===== src/rtl/qct_pkg.sv =====
`default_nettype none

package qct_pkg;

  typedef logic [2:0] kind_t;
  typedef logic [1:0] quote_t;

  localparam kind_t K_CHAR       = 3'd0;
  localparam kind_t K_WEND       = 3'd1;
  localparam kind_t K_OK         = 3'd2;
  localparam kind_t K_COMMENT    = 3'd3;
  localparam kind_t K_INCOMPLETE = 3'd4;

  localparam quote_t Q_NONE   = 2'd0;
  localparam quote_t Q_DOUBLE = 2'd1;
  localparam quote_t Q_SINGLE = 2'd2;

  localparam logic [7:0] CH_NUL    = 8'd0;
  localparam logic [7:0] CH_DQUOTE = 8'd34;
  localparam logic [7:0] CH_SQUOTE = 8'd39;
  localparam logic [7:0] CH_BSLASH = 8'd92;
  localparam logic [7:0] CH_HASH   = 8'd35;

  typedef struct packed {
    kind_t      kind;
    logic [7:0] ch;
    logic [5:0] idx;
    logic       last;
  } res_t;

  function automatic logic is_space(input logic [7:0] c);
    return c inside {8'd32, [8'd9:8'd13]};
  endfunction

  function automatic quote_t quote_code(input logic [7:0] c);
    quote_t q;
    case (c)
      CH_DQUOTE: q = Q_DOUBLE;
      CH_SQUOTE: q = Q_SINGLE;
      default:   q = Q_NONE;
    endcase
    return q;
  endfunction

endpackage

`default_nettype wire


===== src/rtl/qct_if.sv =====
`default_nettype none

interface qct_in_if;
  logic       valid;
  logic       ready;
  logic [7:0] ch;
  logic       line_end;

  modport source (output valid, output ch, output line_end, input ready);
  modport sink   (input valid, input ch, input line_end, output ready);
endinterface

interface qct_out_if;
  logic             valid;
  logic             ready;
  qct_pkg::kind_t   kind;
  logic [7:0]       out_ch;
  logic [5:0]       word_index;
  logic             last;

  modport source (output valid, output kind, output out_ch, output word_index,
                  output last, input ready);
  modport sink   (input valid, input kind, input out_ch, input word_index,
                  input last, output ready);
endinterface

`default_nettype wire


===== src/rtl/quoted_command_tokenizer.sv =====
`default_nettype none

// Splits a command line, one character per input word, into words with
// quotes removed and backslash escapes resolved, and reports ok, comment or
// incomplete at line end. Each character is handled in the cycle it is taken,
// so a new character can be accepted every cycle while input ready is high; it
// yields zero, one or two result words, which go into a four-entry result
// queue. Input ready is high while the queue holds at most two words, so with
// the output side always ready the block sustains one character per cycle and
// stalls only after a character that yields two results (a kept backslash, or a
// word end followed by line ok). Word indexes saturate at MAX_WORDS minus one.
module quoted_command_tokenizer #(
  parameter int MAX_WORDS = 64
) (
  input  wire        clk,
  input  wire        rst_n,
  qct_in_if.sink     in_chan,
  qct_out_if.source  out_chan
);
  import qct_pkg::*;

  localparam int WC_W = $clog2(MAX_WORDS);

  quote_t          bound_quote_r, bound_quote_nxt;
  logic            bound_escape_r, bound_escape_nxt;
  quote_t          unesc_quote_r, unesc_quote_nxt;
  logic            unesc_escape_r, unesc_escape_nxt;
  logic            raw_mode_r, raw_mode_nxt;
  logic            in_word_r, in_word_nxt;
  logic [WC_W-1:0] word_count_r, word_count_nxt;
  logic            comment_mode_r, comment_mode_nxt;

  res_t            fifo_r [4];
  logic [1:0]      wr_ptr_r, rd_ptr_r;
  logic [2:0]      cnt_r;

  logic            acc, pop, eol, do_char, kept;
  logic [7:0]      c;
  logic [WC_W-1:0] wc_inc;
  logic [5:0]      idx_cur, idx_inc;
  quote_t          wbq, wuq;
  logic            wbe, wue, wraw;
  logic [1:0]      n;
  res_t            r0, r1;

  assign acc = in_chan.valid && in_chan.ready;
  assign pop = out_chan.valid && out_chan.ready;
  assign c   = in_chan.ch;
  assign eol = in_chan.line_end || (c == CH_NUL);

  assign wc_inc  = (word_count_r < WC_W'(MAX_WORDS - 1)) ? word_count_r + 1'b1
                                                          : word_count_r;
  assign idx_cur = 6'(word_count_r);
  assign idx_inc = 6'(wc_inc);

  always_comb begin
    bound_quote_nxt  = bound_quote_r;
    bound_escape_nxt = bound_escape_r;
    unesc_quote_nxt  = unesc_quote_r;
    unesc_escape_nxt = unesc_escape_r;
    raw_mode_nxt     = raw_mode_r;
    in_word_nxt      = in_word_r;
    word_count_nxt   = word_count_r;
    comment_mode_nxt = comment_mode_r;
    do_char = 1'b0;
    kept    = 1'b0;
    wbq  = bound_quote_r;
    wbe  = bound_escape_r;
    wuq  = unesc_quote_r;
    wue  = unesc_escape_r;
    wraw = raw_mode_r;
    n  = 2'd0;
    r0 = '{kind: K_CHAR, ch: 8'd0, idx: idx_cur, last: 1'b0};
    r1 = '{kind: K_CHAR, ch: 8'd0, idx: idx_cur, last: 1'b0};

    if (eol) begin
      if (comment_mode_r) begin
        r0.kind = K_COMMENT;
        n = 2'd1;
      end else if (in_word_r && bound_quote_r != Q_NONE) begin
        r0.kind = K_INCOMPLETE;
        n = 2'd1;
      end else if (in_word_r) begin
        r0.kind = K_WEND;
        r1.kind = K_OK;
        r1.idx  = idx_inc;
        n = 2'd2;
      end else begin
        r0.kind = K_OK;
        n = 2'd1;
      end
      bound_quote_nxt  = Q_NONE;
      bound_escape_nxt = 1'b0;
      unesc_quote_nxt  = Q_NONE;
      unesc_escape_nxt = 1'b0;
      raw_mode_nxt     = 1'b0;
      in_word_nxt      = 1'b0;
      word_count_nxt   = '0;
      comment_mode_nxt = 1'b0;
    end else if (comment_mode_r) begin
      n = 2'd0;
    end else if (!in_word_r) begin
      if (is_space(c)) begin
        n = 2'd0;
      end else if (word_count_r == '0 && c == CH_HASH) begin
        comment_mode_nxt = 1'b1;
      end else begin
        in_word_nxt = 1'b1;
        wbq  = Q_NONE;
        wbe  = 1'b0;
        wuq  = Q_NONE;
        wue  = 1'b0;
        wraw = 1'b0;
        do_char = 1'b1;
      end
    end else if (!bound_escape_r && bound_quote_r == Q_NONE && is_space(c)) begin
      r0.kind = K_WEND;
      n = 2'd1;
      word_count_nxt   = wc_inc;
      in_word_nxt      = 1'b0;
      bound_quote_nxt  = Q_NONE;
      bound_escape_nxt = 1'b0;
      unesc_quote_nxt  = Q_NONE;
      unesc_escape_nxt = 1'b0;
      raw_mode_nxt     = 1'b0;
    end else begin
      do_char = 1'b1;
    end

    if (do_char) begin
      bound_quote_nxt  = wbq;
      bound_escape_nxt = 1'b0;
      if (wbe) begin
        bound_escape_nxt = 1'b0;
      end else if (wbq == Q_NONE) begin
        if (quote_code(c) != Q_NONE) begin
          bound_quote_nxt = quote_code(c);
        end else if (c == CH_BSLASH) begin
          bound_escape_nxt = 1'b1;
        end
      end else begin
        if (quote_code(c) == wbq) begin
          bound_quote_nxt = Q_NONE;
        end else if (wbq == Q_DOUBLE && c == CH_BSLASH) begin
          bound_escape_nxt = 1'b1;
        end
      end

      unesc_quote_nxt  = wuq;
      unesc_escape_nxt = 1'b0;
      raw_mode_nxt     = wraw;
      if (wue) begin
        if (wuq == Q_NONE) begin
          kept = quote_code(c) != Q_NONE || c == CH_BSLASH || is_space(c);
        end else begin
          kept = c == CH_DQUOTE || c == CH_BSLASH;
        end
        if (kept) begin
          r0.ch = c;
          n = 2'd1;
        end else begin
          r0.ch = CH_BSLASH;
          r1.ch = c;
          n = 2'd2;
        end
      end else if (wraw || (c == CH_HASH && wuq == Q_NONE)) begin
        raw_mode_nxt = 1'b1;
        r0.ch = c;
        n = 2'd1;
      end else if (wuq == Q_NONE) begin
        if (quote_code(c) != Q_NONE) begin
          unesc_quote_nxt = quote_code(c);
        end else if (c == CH_BSLASH) begin
          unesc_escape_nxt = 1'b1;
        end else begin
          r0.ch = c;
          n = 2'd1;
        end
      end else begin
        if (quote_code(c) == wuq) begin
          unesc_quote_nxt = Q_NONE;
        end else if (wuq == Q_DOUBLE && c == CH_BSLASH) begin
          unesc_escape_nxt = 1'b1;
        end else begin
          r0.ch = c;
          n = 2'd1;
        end
      end
    end

    r0.last = (n == 2'd1);
    r1.last = (n == 2'd2);
  end

  always_ff @(posedge clk) begin
    if (!rst_n) begin
      bound_quote_r  <= Q_NONE;
      bound_escape_r <= 1'b0;
      unesc_quote_r  <= Q_NONE;
      unesc_escape_r <= 1'b0;
      raw_mode_r     <= 1'b0;
      in_word_r      <= 1'b0;
      word_count_r   <= '0;
      comment_mode_r <= 1'b0;
    end else if (acc) begin
      bound_quote_r  <= bound_quote_nxt;
      bound_escape_r <= bound_escape_nxt;
      unesc_quote_r  <= unesc_quote_nxt;
      unesc_escape_r <= unesc_escape_nxt;
      raw_mode_r     <= raw_mode_nxt;
      in_word_r      <= in_word_nxt;
      word_count_r   <= word_count_nxt;
      comment_mode_r <= comment_mode_nxt;
    end
  end

  always_ff @(posedge clk) begin
    if (acc && n != 2'd0) begin
      fifo_r[wr_ptr_r] <= r0;
    end
    if (acc && n == 2'd2) begin
      fifo_r[wr_ptr_r + 2'd1] <= r1;
    end
  end

  always_ff @(posedge clk) begin
    if (!rst_n) begin
      wr_ptr_r <= 2'd0;
      rd_ptr_r <= 2'd0;
      cnt_r    <= 3'd0;
    end else begin
      wr_ptr_r <= wr_ptr_r + (acc ? n : 2'd0);
      rd_ptr_r <= rd_ptr_r + {1'b0, pop};
      cnt_r    <= cnt_r + (acc ? {1'b0, n} : 3'd0) - {2'b00, pop};
    end
  end

  assign in_chan.ready       = (cnt_r < 3'd3);
  assign out_chan.valid      = (cnt_r != 3'd0);
  assign out_chan.kind       = fifo_r[rd_ptr_r].kind;
  assign out_chan.out_ch     = fifo_r[rd_ptr_r].ch;
  assign out_chan.word_index = fifo_r[rd_ptr_r].idx;
  assign out_chan.last       = fifo_r[rd_ptr_r].last;

  a_cnt_bound: assert property (@(posedge clk) disable iff (!rst_n)
    cnt_r <= 3'd4)
    else $error("result queue overflow");

  a_eol_clears: assert property (@(posedge clk) disable iff (!rst_n)
    acc && eol |=> !in_word_r && !comment_mode_r && word_count_r == '0)
    else $error("line state not cleared at line end");

  a_comment_excl: assert property (@(posedge clk) disable iff (!rst_n)
    comment_mode_r |-> !in_word_r && word_count_r == '0)
    else $error("comment line with open word or counted words");

  a_raw_in_word: assert property (@(posedge clk) disable iff (!rst_n)
    raw_mode_r |-> in_word_r)
    else $error("raw tail outside a word");

endmodule

`default_nettype wire


===== src/flat_wrapper.sv =====
// flat-port wrapper written by rule: the top's interface ports become plain ports
module quoted_command_tokenizer_flat import qct_pkg::*;
#(
  parameter int MAX_WORDS = 64
)
  (clk, rst_n, in_chan_valid, in_chan_ch, in_chan_line_end, in_chan_ready, out_chan_valid, out_chan_kind, out_chan_out_ch, out_chan_word_index, out_chan_last, out_chan_ready);
  qct_in_if in_chan_i ();
  qct_out_if out_chan_i ();
  input  wire clk;
  input  wire rst_n;
  input wire logic [$bits(in_chan_i.valid)-1:0] in_chan_valid;
  input wire logic [$bits(in_chan_i.ch)-1:0] in_chan_ch;
  input wire logic [$bits(in_chan_i.line_end)-1:0] in_chan_line_end;
  output wire logic [$bits(in_chan_i.ready)-1:0] in_chan_ready;
  output wire logic [$bits(out_chan_i.valid)-1:0] out_chan_valid;
  output wire logic [$bits(out_chan_i.kind)-1:0] out_chan_kind;
  output wire logic [$bits(out_chan_i.out_ch)-1:0] out_chan_out_ch;
  output wire logic [$bits(out_chan_i.word_index)-1:0] out_chan_word_index;
  output wire logic [$bits(out_chan_i.last)-1:0] out_chan_last;
  input wire logic [$bits(out_chan_i.ready)-1:0] out_chan_ready;
  assign in_chan_i.valid = in_chan_valid;
  assign in_chan_i.ch = in_chan_ch;
  assign in_chan_i.line_end = in_chan_line_end;
  assign in_chan_ready = in_chan_i.ready;
  assign out_chan_valid = out_chan_i.valid;
  assign out_chan_kind = out_chan_i.kind;
  assign out_chan_out_ch = out_chan_i.out_ch;
  assign out_chan_word_index = out_chan_i.word_index;
  assign out_chan_last = out_chan_i.last;
  assign out_chan_i.ready = out_chan_ready;
  quoted_command_tokenizer #(.MAX_WORDS(MAX_WORDS)) u_core (.clk(clk), .rst_n(rst_n), .in_chan(in_chan_i), .out_chan(out_chan_i));
endmodule

===== config.mk =====
export PLATFORM = sky130hd
export DESIGN_NAME = quoted_command_tokenizer_flat
export DESIGN_NICKNAME = d
export VERILOG_FILES = /design/src/rtl/qct_pkg.sv /design/src/rtl/qct_if.sv /design/src/rtl/quoted_command_tokenizer.sv /design/src/flat_wrapper.sv
export SDC_FILE = /design/constraint.sdc
export NUM_CORES = 1
export LEC_CHECK = 0
export BUFFER_PORTS_ARGS = -buffer_cell sky130_fd_sc_hd__buf_2
export CAP_MARGIN = 30
export CORE_MARGIN = 1.5
export CORE_UTILIZATION = 60
export CTS_CLUSTER_SIZE = 16
export DETAILED_ROUTE_END_ITERATION = 7
export PLACE_DENSITY = 0.83
export SYNTH_ARGS = -nofsm -noshare
export SYNTH_HDL_FRONTEND = slang
export SYNTH_SLANG_ARGS = --single-unit

===== constraint.sdc =====
create_clock -name clk -period 6.15 [get_ports clk]
set_input_delay 1.23 -clock clk [delete_from_list [all_inputs] [get_ports clk]]
set_output_delay 1.23 -clock clk [all_outputs]
set_load 0.02 [all_outputs]

# Yosys cells after proc, flatten, opt, wreduce, memory -nomap -nowiden
# Memory sizes are Yosys's and may differ from the RTL's. A register that Yosys moved wholly into a read port is not among the register bits.
# Cells that the tools add are included.
classes:
  addsub: 6
  order_cmp: 4
  eq_ne: 13
  muxes: 149
  n_reduce_logical: 37
op_table:
  columns: ["op", "n"]
  rows:
  - ["two-way mux 2 bit", 61]
  - ["two-way mux 8 bit", 12]
  - ["two-way mux 1 bit", 58]
  - ["two-way mux 6 bit", 9]
  - ["equality test 8 x 6 -> 1 bit, second input constant", 4]
  - ["two-way mux 3 bit", 8]
  - ["nonzero test 2 bit", 8]
  - ["logical AND 1 bit", 12]
  - ["nonzero test 3 bit", 3]
  - ["equality test 8 x 7 -> 1 bit, second input constant", 1]
  - ["greater-or-equal comparator 8 x 4 -> 1 bit, second input constant", 1]
  - ["<= comparator 8 x 4 -> 1 bit, second input constant", 1]
  - ["zero test 8 bit", 1]
  - ["AND reduction 4 bit", 2]
  - ["adder 6 x 1 -> 6 bit, second input constant", 1]
  - ["equality test 2 x 1 -> 1 bit, second input constant", 3]
  - ["zero test 2 bit", 3]
  - ["zero test 6 bit", 1]
  - ["< comparator 6 bit, second input constant", 1]
  - ["logical OR 1 bit", 5]
  - ["equality test 2 bit", 2]
  - ["one-hot mux 2 bit (2 select lines)", 1]
  - ["adder 3 bit", 1]
  - ["< comparator 3 x 2 -> 1 bit, second input constant", 1]
  - ["other kinds (9)", 9]
word_totals:
  ff_bits: 22
  ramBits: 72
  input_bits: 13
  wordCells: 221
  memories: 1
memory_table:
  columns: ["name", "depth", "word_bits", "read_ports", "rd_clocked_by_memory_dff", "write_ports", "line_no", "rtl"]
  rows:
  - ["u_core.fifo_r", 4, 18, 1, 1, 2, "quoted_command_tokenizer.sv:33", "res_t fifo_r [4];"]

# Longest topological paths before layout
# Gate-level depths: netlist of the first run.
depth:
  word_depth: 24
  depth_mapped: 16

# Worst setup path after synthesis of the first run
# OpenSTA, ideal clock, no wires.
synth_timing:
  path_kind: "input port to flip-flop"
  start: "input in_chan_ch[4]"
  end: "memory u_core.fifo_r[1][0] in the netlist's numbering (enable)"
  setup_time_ns: 0.411
  arrival_time_ns: 4.302
  setup_slack_ns: 1.437
  stages: 10
  n_path_buf: 2
  cell_sequence: "buf_2 -> nor4b_4 -> and4_1 -> nor4_4 -> a211o_1 -> a211oi_2 -> o21bai_2 -> and2_4 -> buf_6 -> o21ai_0"
synth_rtl:
  columns: ["item", "line_no", "rtl"]
  rows:
  - ["from (decl)", "flat_wrapper.sv:12", "input wire logic [$bits(in_chan_i.ch)-1:0] in_chan_ch;"]
  - ["to (decl)", "quoted_command_tokenizer.sv:33", null]

# Worst setup path after layout of the first run
layout_timing:
  start: "input in_chan_ch[4]"
  end: "register u_core.cnt_r[2]"
layout_via:
  elab_chain_len: 18
  word_cells_on_any_way: 75
layout_rtl:
  columns: ["item", "line_no", "rtl"]
  rows:
  - ["greater-or-equal comparator 8 x 4 -> 1 bit (tied with other cells)", "qct_pkg.sv:32", "return c inside {8'd32, [8'd9:8'd13]};"]
  - ["logical AND 1 bit (on tied branches)", "qct_pkg.sv:32, quoted_command_tokenizer.sv:105", null]
  - ["nonzero test 2 bit or two-way mux 2 bit (tied branches)", "qct_pkg.sv:32, quoted_command_tokenizer.sv:105", null]
  - ["two-way mux 2 bit", "quoted_command_tokenizer.sv:103", "if (is_space(c)) begin"]
  - ["two-way mux 2 bit", "quoted_command_tokenizer.sv:102", "end else if (!in_word_r) begin"]
  - ["two-way mux 2 bit", "quoted_command_tokenizer.sv:100", "end else if (comment_mode_r) begin"]
  - ["two-way mux 2 bit", "quoted_command_tokenizer.sv:76", "if (eol) begin"]
  - ["equality test 2 x 1 -> 1 bit", "quoted_command_tokenizer.sv:182", "end else if (wuq == Q_DOUBLE && c == CH_BSLASH) begin"]
  - ["[... 2 more ...]", null, null]
  - ["two-way mux 2 bit", "quoted_command_tokenizer.sv:180", "if (quote_code(c) == wuq) begin"]
  - ["two-way mux 2 bit", "quoted_command_tokenizer.sv:170", "end else if (wuq == Q_NONE) begin"]
  - ["two-way mux 2 bit", "quoted_command_tokenizer.sv:166", "end else if (wraw || (c == CH_HASH && wuq == Q_NONE)) begin"]
  - ["two-way mux 2 bit", "quoted_command_tokenizer.sv:152", "if (wue) begin"]
  - ["two-way mux 2 bit *", "quoted_command_tokenizer.sv:130", "if (do_char) begin"]
  - ["two-way mux 2 bit *", "quoted_command_tokenizer.sv:234", "cnt_r <= cnt_r + (acc ? {1'b0, n} : 3'd0) - {2'b00, pop};"]
  - ["adder 3 bit *", "quoted_command_tokenizer.sv:234", null]
  - ["subtractor 3 x 1 -> 3 bit *", "quoted_command_tokenizer.sv:234", null]
  - ["to (signal assigned)", "quoted_command_tokenizer.sv:234", null]
  - ["to (decl)", "quoted_command_tokenizer.sv:35", "logic [2:0] cnt_r;"]
# Mark *: on every way between the ends. The rest lies on a longest branch, timed or not. The select of a mux whose other input is x is not followed.
# A chain may end at the register's enable or synchronous reset.

==> flow_results.org, run 1 <==
** Synth
- Each instance of the synthesized netlist takes up on average a little over 10 µm².
- YS warnings :: 0
- Ranked by instance count, the synthesized netlist is headed by edfxtp_1 (64), nand2_1 (64), a21oi_1 (45).
- FF+latch count, synth :: between 90 and 100
- Mapped cell area :: 5420 µm²
- Share of async-settable or async-resettable flops after synthesis :: 0%
- Largest area contributor in the netlist :: edfxtp_1
- Net count of the mapped netlist :: 550
- Number of standard cells after synthesis :: ~530
- The synthesized design contains 64 enable-type register cells.
- Sequential cell area fraction in the yosys report :: between 40% and 50%
- For this run, the leading register cell type out of synthesis is edfxtp_1.
- The share of synthesized area in the top cell type comes to 35.5%.
- Cell types occupying the most area after synthesis :: edfxtp_1 (35%), dfxtp_1 (11%), mux4_2 (7.5%), nand2_1 (4.4%), a21oi_1 (4.2%)
- Yosys cell types :: just over 70

** Placement
- After detailed placement, the total cell area comes to about 5600 µm².
- Prior to clock tree synthesis, the placed netlist has a worst setup slack of 1430 ps.
- Port-buffer cells :: 32
- At the end of routability-driven placement, the weighted congestion stood at roughly 0.95.
- Summed over all nets, the half-perimeter wirelength after detailed placement is 9930 µm.
- Including well taps, the total number of placed cells is ~640.

** STA
- Post-layout worst setup margin :: 1810 ps
- Setup violations remaining at the end of the flow were counted as 0.
- Period utilisation layout :: 70.6%
- Setup repair after global routing left no endpoint under its margin.
- Final Slew Violations :: 0
- Number of endpoints with negative hold slack in the final report :: 0
- Worst clock skew on the final layout :: ~12 ps
- Setup TNS :: 0 ps
- Worst Max-Slew Pin Slew :: 1010 ps
- Static timing analysis puts the maximum clock frequency at roughly 0.23 GHz.
- Post-layout min period :: 4340 ps
- On the final layout, the worst hold slack is around 470 ps.
- Headroom to the max-slew limit came out at 32.3%.

** Power
- Relative contribution of sequential cells to total power :: a little under half
- Pwr Density :: 292 nW/µm²
- Net switching power of the design :: slightly below 0.6 mW
- PnR Total Power :: ~1.7 mW
- In this run the static leakage power is 2.09 nW.
- Of the total power, the share spent switching nets is 35.0%.
- Power share of the combinational group :: a little under a third
- Cell internal pwr :: around 1.1 mW
- Clk pwr share :: between 20% and 30%
- The worst-case IR drop observed on VDD is about 0.23 mV.

** Die
- Die area :: slightly below 10000 µm²
- The die is 98.0 µm tall.
- The region available for standard cell placement spans 8720 µm².
- The die is 98.0 µm wide.
- The initialized floorplan defines 34 standard-cell rows.
- Pin placement for this block handled 33 I/O pins.
- For this configuration, the core starts out at a cell density of between 60 and 70%.

** Setup path
- In this run the worst setup path begins at in_chan_ch[4].
- Data arrives at the worst endpoint at about 4600 ps.
- Peak fanout along the critical path :: 17
- The startpoint identified for the worst register-to-register timing path is u_core.idx_cur[0].
- The worst setup path is launched from a primary input.
- Setup crit end kind :: flip-flop
- Crit path required time :: 6420 ps
- Kind of critical path :: in -> reg

** Worst hold path
- Worst min path class :: reg -> reg
- Hold Crit Start :: u_core.fifo_r[3][17]

** Clocking
- TritonCTS built the clock tree.
- The clock passes through at most 2 buffers.
- Total number of clock tree sinks :: 94
- Count of hold buffers inserted by post-cts repair :: 0
- Number of buffers inserted by post-CTS setup repair :: 0
- Worst skew pair latency :: ~380 ps
- The H-tree generated during clock tree synthesis spans 3 levels.
- Reg clk slew, reported paths :: about 90 ps
- Once the clock tree was built, the resizer swapped 0 gates to a different size.
- TritonCTS Buffers :: 9
- The root buffer cell chosen for the clock tree is clkbuf_8.

** Detailed routing
- The count of nets left with antenna violations once routing finished came out at 0.
- Number of design rule violations left after detail routing :: 0
- For this block, the initial DRC count from the detailed router was 479.
- After detailed routing, the number of vias per cell comes to around 6.6.
- Dividing the detail-routed wire length by the instance count gives between 20 and 25 µm.
- Wires add up to roughly 14000 µm.
- Across all layers, the routed design uses 4345 vias.
- Initial DRT Pass Iterations :: 5

** GRT
- Grt ovf :: 0
- Maximum number of pins on one net before global-route repair :: 23
- The first global-routing pass estimated between 20000 and 25000 µm of wire.
- Vias in the first global route :: 4094
- Initial antenna violation count :: 0
- For this run, the total global-route usage over all layers was measured as between 20 and 30%.

** Layout
- Area growth syn-to-layout :: 6.83%
- Summing all non-filler instances in the final layout gives an area of between 5000 and 6000 µm².
- For this run, the post-layout net count is 565.
- The number of antenna diodes in the final layout is 0.
- At the end of the flow the core is filled with cells to around two thirds.
- Non-filler instance count after layout :: between 600 and 700
- In the final layout, the share of cells above drive strength 1 is 18.0%.

** Run
- Max-cap violations :: 0

** Outcome
- The run finished with clean final reports.
-- power groups by stage --
stage	registers [mW]	logic (mW)	clock network, mW
5_1_grt	0.775	0.556	0.431
2_1_floorplan	0.768	0.387	0
6_report	0.770	0.514	0.409
3_3_place_gp	0.780	0.505	0
4_1_cts	0.770	0.517	0.406
3_5_place_dp	0.784	0.514	0
-- state kept, by name, summed over array words and instances, names as in the netlist --
name and count:
u_core.cnt_r 3, u_core.wr_ptr_r 2, u_core.raw_mode_r 1, u_core.idx_cur 6, u_core.unesc_quote_r 2, u_core.in_word_r 1
u_core.fifo_r 72, u_core.rd_ptr_r 2, u_core.bound_escape_r 1, u_core.comment_mode_r 1, u_core.bound_quote_r 2, u_core.unesc_escape_r 1
-- layer usage --
layer / share of wire [%] / vias to the layer above / GRT usage (%)
li1: - / 2009 / -
met1: 43 / 2051 / 40.8
met2: 46 / 244 / 45.3
met3: 8.1 / 41 / 4.51
met4: 3.0 / 0 / 11.4
met5: 0 / - / 0
-- layout make-up --
| type | instances | area [µm²] |
|---|---|---|
| fillers | 656 | 2930 |
| clock buffers | 9 | 124 |
| well taps | 108 | 135 |
| flip-flops and latches | 94 | 2520 |
| repair buffers | 39 | 213 |
| clock inverters | 7 | 65.1 |
| multi-input cells | 389 | 2690 |
| inverters | 11 | 41.3 |
-- cells in the final DEF, fill, tap and decap left out, types with 3 or more instances in the layout --
| cell type | count |
|---|---|
| nand2_1 | 64 |
| edfxtp_1 | 64 |
| a21oi_1 | 45 |
| and2_1 | 32 |
| o21ai_0 | 32 |
| buf_2 | 32 |
| nor2_1 | 31 |
| dfxtp_1 | 30 |
| a21o_1 | 19 |
| mux4_2 | 18 |
| o21a_1 | 12 |
| inv_1 | 11 |
| nand3_1 | 11 |
| o22ai_1 | 10 |
| clkbuf_8 | 9 |
| nor3_1 | 8 |
| or3_1 | 7 |
| ha_1 | 7 |
| buf_4 | 7 |
| a31oi_1 | 6 |
| or2_2 | 6 |
| a21boi_0 | 6 |
| o21ai_1 | 5 |
| nand4_1 | 4 |
| o32ai_1 | 4 |
| nor2b_1 | 3 |
| o32ai_2 | 3 |
| xnor2_1 | 3 |
| clkinv_4 | 3 |
-- final timing paths --
path                          end  slack (ps)  cells after the start
min reg2reg  u_core.fifo_r[3][17]         470                      2
max reg2reg       u_core.cnt_r[2]        1950                     15
max               u_core.cnt_r[2]        1810                     14
min          u_core.fifo_r[3][17]         470                      2
-- kinds of logic (layout without fill, tap and decap cells) --
| group | after synthesis | count (layout) | share of synthesized area (%) |
|---|---|---|---|
| AND/OR/NAND/NOR | 190 | 190 | 18.8 |
| AO/OA/AOI/OAI | 167 | 167 | 20.3 |
| flip-flops | 94 | 94 | 46.5 |
| buffers and inverters | 46 | 66 | 3.83 |
| multiplexers | 19 | 19 | 7.67 |
| adder cells (fa/ha/maj) | 8 | 8 | 1.99 |
| XOR/XNOR | 5 | 5 | 0.808 |
-- worst max-delay path, stage by stage --
cell and delay, ps:
buf_2 170, nor3_4 310, a31o_2 370, nor4_4 110
a21oi_1 320, o2bb2ai_1 130, o21bai_2 550, a21o_1 290
nor2_1 110, ha_1 220, fa_1 370, xnor2_1 150
xnor2_1 120, and2_1 150
No activity file was read; power rests on OpenSTA's default activity.
==> inputs of run 2 (changes only) <==
clock period = 4.4 ns   (was 6.15 ns; I/O delays follow)
==> flow_results.org, run 2 (same netlist as run 1, synthesis figures left out) <==
** Layout
- The area growth from synthesis to layout is 7.25%.
- Highest-count cells in the layout ignoring fill and taps :: nand2_1 (64), edfxtp_1 (64), a21oi_1 (45)
- Non-filler instance count after layout :: 662 (+0.76%)
- The area of all sequential standard cells came to 2520 µm² (unchanged).
- Multi-input combinational cell area :: 2690 µm² (unchanged)
- Filler Cell Count :: 675 (+2.9%)
- Number of flip-flops under the largest register name :: 72 (unchanged)
- The count of inserted antenna diode cells came to 0 (unchanged).
- Layout cells sized above 1 :: 18.6% (+0.56 points)
- More flip-flops sit in one register than any other, and that register is u_core.fifo_r.
- Nets :: 570 (+0.88%)
- Total non-filler cell area in the finished layout :: 5810 µm² (+0.39%)

** Placement
- The post-detailed-placement cell area came to 5640 µm² (+0.67%).
- The final weighted congestion in routability-driven placement came to 0.934 (-2.2%).
- Detail Placement HPWL :: 9880 µm (-0.47%)
- Cell count after placement :: 646 (+0.78%)
- The quantity of I/O buffers inserted on ports was 32 (unchanged).

** Die
- FP Rows :: 34 (unchanged)
- The die outline height was 98.0 µm (unchanged).
- The die boundary width was 98.0 µm (unchanged).
- I/O pin total :: 33 (unchanged)
- The placeable core region came to 8720 µm² (unchanged).
- Initial Util :: 62.1% (unchanged)
- The die area came to 9610 µm² (unchanged).

** Setup path
- The worst-case register-to-register setup slack was 530 ps (-1420 ps).
- The maximum fanout along the worst path was 10 (-7).
- Arrival time worst endpoint :: 4140 ps (-470 ps)
- Slowest stage cell, crit path :: nor4b_1
- The critical path in this run is classified as reg -> reg.
- In this run the critical register-to-register path is launched from u_core.idx_cur[0].
- Critical path's largest stage delay :: 490 ps (-60 ps)
- Walking the worst path, the cells encountered are inv_1 -> ha_1 -> nor4b_1 -> and4_1 -> nor4_4 -> a21o_2 -> o31ai_2 -> nand2_1 -> ha_1 -> inv_1 -> fa_1 -> xnor2_1 -> xnor2_1 -> and2_1.
- The endpoint identified for the worst register-to-register timing path is u_core.cnt_r[2].
- Setup crit end kind :: flip-flop
- The worst reg-to-reg path cell count was 14 (-1).
- The worst setup path is launched from a flip-flop.
- Crit path required time :: 4670 ps (-1750 ps)

** Clocking
- Number of buffers inserted by post-CTS setup repair :: 0 (unchanged)
- Reg clk slew, reported paths :: 90 ps (about the same)
- Cell chosen for the clock root :: clkbuf_8
- TritonCTS Buffers :: 9 (unchanged)
- The cts-stage hold buffer count is 0 (unchanged).
- The CTS sink count is 94 (unchanged).
- The maximum buffer depth of the clock tree came to 2 (unchanged).
- TritonCTS built the clock tree.
- The source-to-sink clock delay at the later pin of the worst-skew pair is 370 ps (about the same).
- Post-CTS Resized :: 0 (unchanged)
- Number of levels in the clock H-tree :: 3 (unchanged)

** GRT
- The remaining global-route overflow is 0 (unchanged).
- The number of antenna violations at the first check in global routing is 0 (unchanged).
- Vias in the first global route :: 4256 (+4.0%)
- Maximum number of pins on one net before global-route repair :: 23 (unchanged)
- The total routing resource utilization after global routing came to 28.7% (-0.23 points).
- Global-route wire length before repair :: 21500 µm (-0.58%)

** Detailed routing
- The DRC violation total after the first TritonRoute iteration was 465 (-2.9%).
- The final wirelength is 13200 µm (-2.6%).
- The number of routed nets with antenna violations came to 0 (unchanged).
- The overall via count from detail_route is 4354 (+0.21%).
- The routed wire length per instance came to 20.0 µm (-3.4%).
- The DRC violations left is 0 (unchanged).
- The total iterations of the first detailed-routing run is 5 (unchanged).
- Detail-routed via count per cell :: 6.58 (-0.55%)

** STA
- Setup-violating endpoint count in the final report :: 0 (unchanged)
- Post-layout min period :: between 3000 and 4000 ps
- The total count of hold-check failures in the final report is 0 (unchanged).
- In the finished design, the share of the clock period the worst path needs comes to about 88%.
- RSZ-0062 raised after global routing :: false
- The clock skew is 14.4 ps (+2.70 ps).
- Setup TNS :: 0 ps (unchanged)
- Final Slew Violations :: 0 (unchanged)
- Worst Max-Slew Pin Slew :: 854 ps (-156 ps)
- Timing would allow up to approximately 0.26 GHz.
- Normalized max-slew margin :: 42.6% (+10 points)

** Power
- The share of total power in combinational logic came to 31.0% (+0.6 points).
- The leakage dissipation came to 2.10 nW (+0.48%).
- Relative contribution of sequential cells to total power :: 46.4% (+0.9 points)
- The cell-internal power was 1.54 mW (+39%).
- Switch share :: 34.0% (-0.94 points)
- PnR Total Power :: 2.33 mW (+37%)
- The peak ir drop on the vdd network was 0.277 mV (+21%).
- The net switching power was 0.792 mW (+34%).
- The share of power burned in the clock network came to 22.6% (-1.5 points).
- The power density over the cells came to 400 nW/µm² (+37%).

** Worst hold path
- In this run the worst hold path is classified as reg -> reg.
- Hold Crit Start :: u_core.fifo_r[2][17]
- The number of cells on the worst hold path came to 2 (unchanged).
- Hold Path Sink :: u_core.fifo_r[2][17]

** Run
- The total of max-cap violations was 0 (unchanged).

** Outcome
- Run status :: completed
==> run 2: layer usage <==
layer	GRT usage, %	vias to the layer above	part of all wire (%)
met2	45.3	236	47
met4	13.3	0	3.4
met5	0	-	0
li1	-	2019	-
met1	39.1	2060	42
met3	4.87	39	7.9
==> run 2: critical path: cells and delay by family (launching register included) <==
family,cells,cell delay [ps]
flip-flops,1,430
AO/OA/AOI/OAI,2,680
XOR/XNOR,2,280
buffers and inverters,2,170
AND/OR/NAND/NOR,5,1320
adder cells (fa/ha/maj),3,890
==> run 2: per-stage QoR <==
stage	worst slack, ps	hold WS [ps]	util [%]
final	529	465	66.6
after global routing	331	485	66.6
after CTS	540	466	66.6
after detailed placement	399	452	64.6
after global placement	510	440	64.6
after floorplan	37.1	433	-
==> run 2: worst max path at each step <==
stage	endpoint	depth (start not counted)	start
2_1_floorplan	u_core.fifo_r[1][0]	10	in_chan_ch[4]
3_3_place_gp	u_core.cnt_r[2]	13	in_chan_ch[3]
3_5_place_dp	u_core.cnt_r[2]	13	in_chan_ch[0]
4_1_cts	u_core.cnt_r[2]	14	u_core.idx_cur[0]
5_1_grt	u_core.cnt_r[2]	14	u_core.idx_cur[0]
6_report	u_core.cnt_r[2]	14	u_core.idx_cur[0]
==> run 2: area by class of cell <==
| class | instances | area share (%) |
|---|---|---|
| Inverter | 11 | 0.710 |
| Timing Repair Buffer | 44 | 4.31 |
| Clock buffer | 10 | 2.20 |
| Tap cell | 108 | 2.33 |
| Sequential cell | 94 | 43.4 |
| Multi-Input combinational cell | 389 | 46.3 |
| Clock inverter | 6 | 0.797 |
==> run 2: power groups by stage <==
| stage | logic [mW] | clock network, mW | registers, mW |
|---|---|---|---|
| global route | 0.775 | 0.562 | 1.09 |
| detailed placement | 0.724 | 0 | 1.10 |
| CTS | 0.726 | 0.531 | 1.08 |
| finish | 0.720 | 0.527 | 1.08 |
| global placement | 0.703 | 0 | 1.10 |
| floorplan | 0.542 | 0 | 1.07 |
==> inputs of run 3 (changes only) <==
clock period = 4 ns   (was 4.4 ns; I/O delays follow)
==> flow_results.org, run 3 (same netlist as run 1, synthesis figures left out) <==
** Setup path
- The worst-case register-to-register setup slack is 290 ps (-240 ps).
- The required arrival time at the worst endpoint came to 4280 ps (-390 ps).
- The signal arrival time at the worst endpoint was 3990 ps (-150 ps).
- The critical path's largest stage delay was 540 ps (+50 ps).
- Critical-path cell list :: inv_1 -> ha_1 -> nor4b_1 -> buf_4 -> and4_1 -> nor4_4 -> a211o_1 -> a211oi_2 -> o21bai_2 -> a21o_1 -> nor2_1 -> ha_1 -> fa_1 -> xnor2_1 -> xnor2_1 -> and2_1
- Slowest stage cell, crit path :: dfxtp_1
- The maximum fanout along the worst path came to 10 (unchanged).
- Worst-case reg-to-reg path depth :: 16 (+2)
- Worst reg2reg path startpoint :: u_core.idx_cur[0]
- Startpoint class of the critical path :: flip-flop
- The setup path with the least slack is of type reg -> reg.
- Setup crit end kind :: flip-flop
- End of the worst register-to-register path :: u_core.cnt_r[2]

** STA
- The final critical path time including I/O delays and setup is 3710 ps (-163 ps).
- The headroom to the max-slew limit came to 50.3% (+7.7 points).
- The total count of hold-check failures in the final report came to 0 (unchanged).
- Worst clock skew on the final layout :: 17.7 ps (+3.28 ps)
- Setup repair after global routing left no endpoint under its margin.
- The slew at the pin closest to its max-slew limit is 745 ps (-110 ps).
- The count of pins over their slew limit is 0 (unchanged).
- The peak clock frequency supported by timing was 0.270 GHz (+4.4%).
- Setup-violating endpoint count in the final report :: 0 (unchanged)
- The worst hold-check slack is 467 ps (+1.83 ps).
- Setup TNS :: 0 ps (unchanged)
- Period utilisation layout :: 92.7% (+4.7 points)

** Clocking
- The CTS sink count was 94 (unchanged).
- The register clock-pin slew on the reported worst setup and hold paths came to 100 ps (about the same).
- TritonCTS built the clock tree.
- The H-tree depth reported by CTS came to 3 (unchanged).
- CTS placed an instance of clkbuf_8 at the clock tree root.
- Worst skew pair latency :: 380 ps (about the same)
- Number of buffers inserted by post-CTS setup repair :: 0 (unchanged)
- TritonCTS Buffers :: 9 (unchanged)
- Maximum clock insertion buffer count :: 2 (unchanged)
- Post-CTS Resized :: 0 (unchanged)
- Count of hold buffers inserted by post-cts repair :: 0 (unchanged)

** Worst hold path
- Worst min path class :: reg -> reg
- The number of cells on the worst hold path is 2 (unchanged).
- Hold Crit Start :: u_core.fifo_r[2][15]
- The worst hold path terminates at u_core.fifo_r[2][15].

** Detailed routing
- The routed wire length per instance came to 20.2 µm (+0.91%).
- Detail-routed via count per cell :: 6.55 (-0.38%)
- The overall via count from detail_route is 4390 (+0.83%).
- Wirelength, routed :: 13500 µm (+2.1%)
- The DRC violations left is 0 (unchanged).
- The number of routed nets with antenna violations is 0 (unchanged).
- Initial DRT Pass Iterations :: 5 (unchanged)
- Number of DRC violations after detailed-routing iteration 0 :: 477 (+2.6%)

** Layout
- The final-layout fill cell count is 668 (-1.0%).
- In the layout the commonest cells are nand2_1 (64), edfxtp_1 (64), a21oi_1 (45).
- The share of final-layout standard cells stronger than drive strength 1 was 19.9% (+1.3 points).
- Non-filler instance count after layout :: 670 (+1.2%)
- Number of inserted diodes :: 0 (unchanged)
- The number of flip-flops under the largest register name is 72 (unchanged).
- Top register by number of flip-flops :: u_core.fifo_r
- The area growth from synthesis to layout is 8.80%.
- The number of nets in the finished design came to 578 (+1.4%).

** GRT
- Vias in the first global route :: 4291 (+0.82%)
- Maximum number of pins on one net before global-route repair :: 23 (unchanged)
- GR Util All Layers :: 29.4% (+0.72 points)
- The number of antenna violations at the first check in global routing is 0 (unchanged).
- The wire length of the first global-routing pass came to 21900 µm (+1.6%).
- The remaining global-route overflow came to 0 (unchanged).

** Die
- Placeable core region :: 8720 µm² (unchanged)
- Die area :: 9610 µm² (unchanged)
- Horizontal extent of the die :: 98.0 µm (unchanged)
- Die Height :: 98.0 µm (unchanged)
- The number of core rows is 34 (unchanged).
- The effective utilization at floorplan came to 62.1% (unchanged).
- The top-level I/O count was 33 (unchanged).

** Power
- The leakage dissipation came to 2.16 nW (+2.9%).
- The power density over the cells is 447 nW/µm² (+12%).
- VDD IR-drop max :: 0.379 mV (+37%)

** Placement
- The half-perimeter wire length of the detailed placement result was 9880 µm (about the same).
- The placed instance count is 654 (+1.2%).
- The quantity of I/O buffers inserted on ports was 32 (unchanged).
- Final weighted congestion in routability-driven placement :: 0.945 (+1.3%)

** Outcome
- Run status :: completed

** Run
- Max-cap violations :: 0 (unchanged)
-- run 3: changes by cell type in the layout (fill, tap and decap cells not counted) --
cell	delta
clkinvlp_4	-2
clkbuf_8	+1
buf_4	+8
clkinv_2	-1
inv_8	+3
clkbuf_1	-1
-- run 3: routing by layer --
metal	vias to the layer above	global-route usage [%]	wire [µm]
met3	41	6.23	1320
met5	-	0	0
met1	2053	40.4	5550
met2	261	45.1	6190
met4	0	13.5	445
li1	2035	-	-
-- run 3: worst max path at each step --
stage	start	end
final	u_core.idx_cur[0]	u_core.cnt_r[2]
after global routing	u_core.idx_cur[0]	u_core.cnt_r[2]
after CTS	u_core.idx_cur[0]	u_core.cnt_r[2]
after detailed placement	in_chan_ch[4]	u_core.cnt_r[2]
after global placement	in_chan_ch[3]	u_core.cnt_r[1]
after floorplan	in_chan_ch[4]	u_core.fifo_r[1][0]
-- run 3: per-stage QoR --
stage | setup WS [ps] | total power, mW | area [µm²] | utilization [%]
finish | 291 | 2.63 | 5900 | 67.6
global route | 81.5 | 2.74 | 5900 | 67.6
CTS | 346 | 2.64 | 5900 | 67.6
detailed placement | 208 | 2.01 | 5700 | 65.3
global placement | 292 | 1.99 | 5700 | 65.3
floorplan | -283 | 1.78 | 5420 | -
-- run 3: worst max-delay path: cells and delay by family, from the launching register on --
| kind | cells | cell delay (ps) |
|---|---|---|
| flops | 1 | 540 |
| buf+inv | 2 | 270 |
| simple gates | 5 | 970 |
| fa+ha+maj | 3 | 810 |
| xor+xnor | 2 | 290 |
| compound gates | 4 | 730 |
-- run 3: cell type report --
cell class / instances / area [µm²] / area share, %
inverters: 11 / 41.3 / 0.700
well taps: 108 / 135 / 2.29
clock inverters: 6 / 60.1 / 1.02
multi-input cells: 389 / 2690 / 45.6
flip-flops and latches: 94 / 2520 / 42.8
clock buffers: 10 / 138 / 2.33
repair buffers: 52 / 310 / 5.26
-- run 3: where the power goes --
group / internal, mW / switching [mW]
clock network: 0.261 / 0.382
registers: 1.13 / 0.0551
logic: 0.329 / 0.474
